[src/rtl/core/tms_pkg.sv]
package tms_pkg;

  localparam int GRID_W = 1024;
  localparam int GRID_H = 1024;
  localparam int CELL_COUNT = GRID_W * GRID_H;
  localparam int ADDR_W = $clog2(CELL_COUNT);
  localparam int POS_W = 12;
  localparam int VISIT_W = 32;
  localparam int COLOUR_W = 4;
  localparam int MAX_COLOURS = 16;

  localparam logic [0:0] REG_COLOUR_COUNT = 1'b0;
  localparam logic [0:0] REG_TURN_MASK = 1'b1;

  localparam logic [1:0] DIR_NORTH = 2'd0;
  localparam logic [1:0] DIR_EAST = 2'd1;
  localparam logic [1:0] DIR_SOUTH = 2'd2;
  localparam logic [1:0] DIR_WEST = 2'd3;

  typedef enum logic [1:0] {
    ST_CLEAR,
    ST_IDLE,
    ST_RMW
  } state_t;

  typedef struct packed {
    logic [VISIT_W-1:0] visits;
    logic [COLOUR_W-1:0] colour;
  } cell_t;

  typedef struct packed {
    cell_t next_cell;
    logic [1:0] dir;
  } rule_res_t;

  function automatic logic inside_grid(input logic [POS_W-1:0] x, input logic [POS_W-1:0] y);
    inside_grid = (x != '0) && (x < POS_W'(GRID_W)) && (y != '0) && (y < POS_W'(GRID_H));
  endfunction

  function automatic logic [ADDR_W-1:0] cell_addr(input logic [POS_W-1:0] x,
                                                  input logic [POS_W-1:0] y);
    logic [2*POS_W-1:0] lin;
    lin = (2*POS_W)'(y) * (2*POS_W)'(GRID_W) + (2*POS_W)'(x);
    cell_addr = lin[ADDR_W-1:0];
  endfunction

endpackage

[src/rtl/core/tms_rule.sv]
module tms_rule (
  input  tms_pkg::cell_t     cell_in,
  input  logic [4:0]         colour_count,
  input  logic [15:0]        turn_right_mask,
  input  logic [1:0]         dir_in,
  output tms_pkg::rule_res_t res
);
  import tms_pkg::*;

  logic [4:0] limit;
  logic [4:0] colour_inc;
  logic       turn_right;

  always_comb begin
    limit = (colour_count > 5'(MAX_COLOURS)) ? 5'(MAX_COLOURS) : colour_count;
    colour_inc = 5'(cell_in.colour) + 5'd1;
    turn_right = turn_right_mask[cell_in.colour];
    res.dir = turn_right ? dir_in + 2'd1 : dir_in - 2'd1;
    res.next_cell.colour = (colour_inc >= limit) ? '0 : colour_inc[COLOUR_W-1:0];
    res.next_cell.visits = (&cell_in.visits) ? cell_in.visits : cell_in.visits + VISIT_W'(1);
  end

endmodule
[config.mk]
export PLATFORM = sky130hd
export DESIGN_NAME = tms_rule
export DESIGN_NICKNAME = d
export VERILOG_FILES = /design/src/rtl/core/tms_pkg.sv /design/src/rtl/core/tms_rule.sv
export SDC_FILE = /design/constraint.sdc
export NUM_CORES = 1
export LEC_CHECK = 0
export CAP_MARGIN = 20
export CORE_MARGIN = 3
export CORE_UTILIZATION = 60
export DETAILED_ROUTE_END_ITERATION = 6
export DONT_BUFFER_PORTS = 1
export GPL_TIMING_DRIVEN = 0
export PLACE_DENSITY = 0.76
export SLEW_MARGIN = 25
export SYNTH_ARGS = -nofsm -noshare
export SYNTH_HDL_FRONTEND = slang
export SYNTH_SLANG_ARGS = --single-unit
[constraint.sdc]
create_clock -name vclk -period 4.15
set_input_delay 0 -clock vclk [all_inputs]
set_output_delay 0 -clock vclk [all_outputs]
set_load 0.1 [all_outputs]
==> out/summary.txt, run 1 <==
PortBufs = 0
share of the synthesized area in the top cell type = 15.5%
Die Span Y = 49.3 µm
Synthesized Nets = 222
Synth Area in Compound Gates = 6.66%
Yosys Warn Count = 0
Post-Syn Area = 1130 µm²
cell count after synthesis = 156
simple-gate share of the synthesized area = 44.3%
Distinct cells, synth = 32
number of core rows = 15
post-synth top area cell = xnor2_1
outcome = did not finish
Fail Step = detailed placement
largest cells by area after synthesis = xnor2_1 16%, mux4_2 10%, ha_1 7.8%, xor2_1 7.8%, and3_1 6.7%
Synth Area in XOR/XNOR = 23.3%
Seq/Total Area, Yosys = 0%
commonest cells in the netlist = 20 x xnor2_1, 18 x nand2_1, 13 x nand3_1
mux cell area share after synthesis = 14.0%
top-count cell post-synth = xnor2_1
RD Place Congestion = 0.845
first error = [ERROR DPL-0038] Utilization greater than 100%, impossible to legalize
syn_area_per_cell = 7.23 µm²
initial core utilization = 64.6%
post-synthesis adder-cell area fraction = 7.77%
die width = 49.3 µm
IO Pins = 97
largest family of logic cells by synthesized area = simple AND/OR/NAND/NOR gates
stage by stage:
stage / setup slack [ns] / std cells / hold slack (ns) / instance area [µm²]
3_3_place_gp: 0.716 / 181 / 0.349 / 1160
2_1_floorplan: 0.786 / 156 / 0.343 / 1130
cell families after synthesis:
group	count (synthesis)
AO/OA/AOI/OAI	12
buffers and inverters	9
adder cells (fa/ha/maj)	7
AND/OR/NAND/NOR	89
XOR/XNOR	30
multiplexers	9
==> run 2: changes to the inputs <==
--- a/config.mk
+++ b/config.mk
@@ -6,12 +6,12 @@
 export NUM_CORES = 1
 export LEC_CHECK = 0
 export CAP_MARGIN = 20
-export CORE_MARGIN = 3
-export CORE_UTILIZATION = 60
+export CORE_AREA = 3 3 64 66
 export DETAILED_ROUTE_END_ITERATION = 6
+export DIE_AREA = 0 0 67 69
 export DONT_BUFFER_PORTS = 1
 export GPL_TIMING_DRIVEN = 0
-export PLACE_DENSITY = 0.76
+export PLACE_DENSITY_LB_ADDON = 0.15
 export SLEW_MARGIN = 25
 export SYNTH_ARGS = -nofsm -noshare
 export SYNTH_HDL_FRONTEND = slang
==> out/summary.txt, run 2 <==
outcome = complete, no violations
Tcrit/Tclk final = 54.9%
Post-Syn Area = 1130 µm²
GRT Total Usage = 16.0%
Die Span Y = 69 µm
commonest cells in the netlist = 20 x xnor2_1, 18 x nand2_1, 13 x nand3_1
Synthesized Nets = 222
clock buffers = 0
Worst path slowest cell = a211oi_4
number of core rows = 22
critical path class = in -> out
Hold Vio Cnt, Final = 0
final slew viol count = 0
# fillers = 335
post-CTS setup buffers = 0
relative max-transition margin = 27.9%
antenna fix cells = 0
Detail Route Antenna Nets = 0
CP Cell Sequence = clkbuf_1 -> nand3_1 -> xnor2_1 -> ha_1 -> a21o_1 -> a211oi_4
PortBufs = 0
die width = 67 µm
Seq. cell area = 0 µm²
Critical Path AT = 2.28 ns
Hold EP = res[35]
LEAKAGE = 0.732 nW
top-count cell post-synth = xnor2_1
fin area = 1850 µm²
largest net degree at the start of global routing = 11
Via Count = 1276
placed instance area = 1850 µm²
Worst EP required = 4.15 ns
Hold Crit Class = in -> out
via/cell ratio = 5.72
hold_buf cts = 0
Distinct cells, synth = 32
worst hold slack = 0.208 ns
IO Pins = 97
# DRC = 0
final wirelength = 3840 µm
type of origin of the critical path = primary input
CP max FO = 6
FF+latch count = 0
post-synth top area cell = xnor2_1
Hold Path Cell Cnt = 1
area of the multi-input gates = 1440 µm²
CTS resizes = 0
Yosys Warn Count = 0
Seq/Total Area, Yosys = 0%
most common cell after layout, fill and taps aside = xnor2_2
routed len/inst = 17.2 µm
dpl hpwl = 3470 µm
cell count after synthesis = 156
min-delay src = cell_in[33]
share of the synthesized area in the top cell type = 15.5%
syn_area_per_cell = 7.23 µm²
first-pass GRT wire length = 6170 µm
RSZ-0062 raised after global routing = false
Die Area = 4620 µm²
final setup fails = 0
largest cells by area after synthesis = xnor2_1 16%, mux4_2 10%, ha_1 7.8%, xor2_1 7.8%, and3_1 6.7%
worst vdd ir = 0.0966 mV
min Tclk post-route = 2.28 ns
1st-iter DRT viols = 44
worst-margin pin slew = 1.08 ns
PD cells = 185 nW/µm²
initial core utilization = 31.0%
RD Place Congestion = 0.732
initial antenna violation count = 0
TritonRoute pass-1 iters = 4
fin nets = 243
most frequent cells in the layout = 19 x xnor2_2, 18 x nand2_1, 18 x buf_8, 13 x nand3_1, 12 x and3_1
CP max stage delay = 0.95 ns
total grt overflow = 0
Fmax = 439 MHz
fraction of layout cells with a size suffix above 1 = 39.4%
synthesis-to-layout area growth = 63.8%
Max-Cap Viols = 0
vias in the first global route = 1337
Core Area = 3630 µm²
Crit. End Element = output pin
post-route setup TNS = 0 ns
==> run 2: cell counts after synthesis <==
Identical to the previous run, type by type.
==> run 2: worst max path at each step <==
stage / startpoint / end / slack [ns] / depth (start not counted)
floorplan: cell_in[0] / res[2] / 0.79 / 6
global placement: cell_in[0] / res[2] / 0.67 / 6
detailed placement: cell_in[0] / res[2] / 1.83 / 6
CTS: cell_in[0] / res[2] / 1.82 / 6
global route: cell_in[0] / res[2] / 1.72 / 6
finish: cell_in[0] / res[2] / 1.87 / 6
==> run 2: power breakdown <==
part | total [mW] | switching, mW | internal [mW]
Clock | 0 | 0 | 0
Combinational | 0.342 | 0.250 | 0.0921
Sequential | 0 | 0 | 0
==> run 2: worst max-delay path, delay by kind of cell <==
family / cells / cell delay [ns]
XOR/XNOR: 1 / 0.26
adder cells (fa/ha/maj): 1 / 0.27
AO/OA/AOI/OAI: 2 / 1.23
buffers and inverters: 1 / 0.35
AND/OR/NAND/NOR: 1 / 0.15
==> run 2: stage by stage <==
| step | instances | power [mW] | worst slack, ns | util (%) |
|---|---|---|---|---|
| finish | 223 | 0.342 | 1.87 | 50.8 |
| global route | 223 | 0.353 | 1.72 | 50.8 |
| CTS | 223 | 0.345 | 1.82 | 50.8 |
| detailed placement | 223 | 0.344 | 1.83 | 50.8 |
| global placement | 204 | 0.267 | 0.666 | 32.7 |
| floorplan | 156 | 0.258 | 0.786 | - |
==> run 2: cell families (layout without fill, tap and decap cells) <==
family,after synthesis,in the layout,share of synthesized area [%]
simple gates,89,89,44.3
mux,9,9,14.0
fa+ha+maj,7,7,7.77
compound gates,12,12,6.66
buf+inv,9,28,4.00
xor+xnor,30,30,23.3
==> run 2: layout make-up <==
type	count	area share, %
Inverter	3	0.610
Multi-Input combinational cell	147	78.2
Timing Repair Buffer	19	16.1
Buffer	6	1.83
Tap cell	48	3.25
==> run 2: metal layers <==
metal	up-vias	routed length, µm	GRT usage (%)
li1	616	-	-
met1	600	1430	18.6
met4	0	35	1.35
met5	-	0	0
met3	4	356	4.56
met2	56	2020	29.5
No activity file was read; power rests on OpenSTA's default activity.
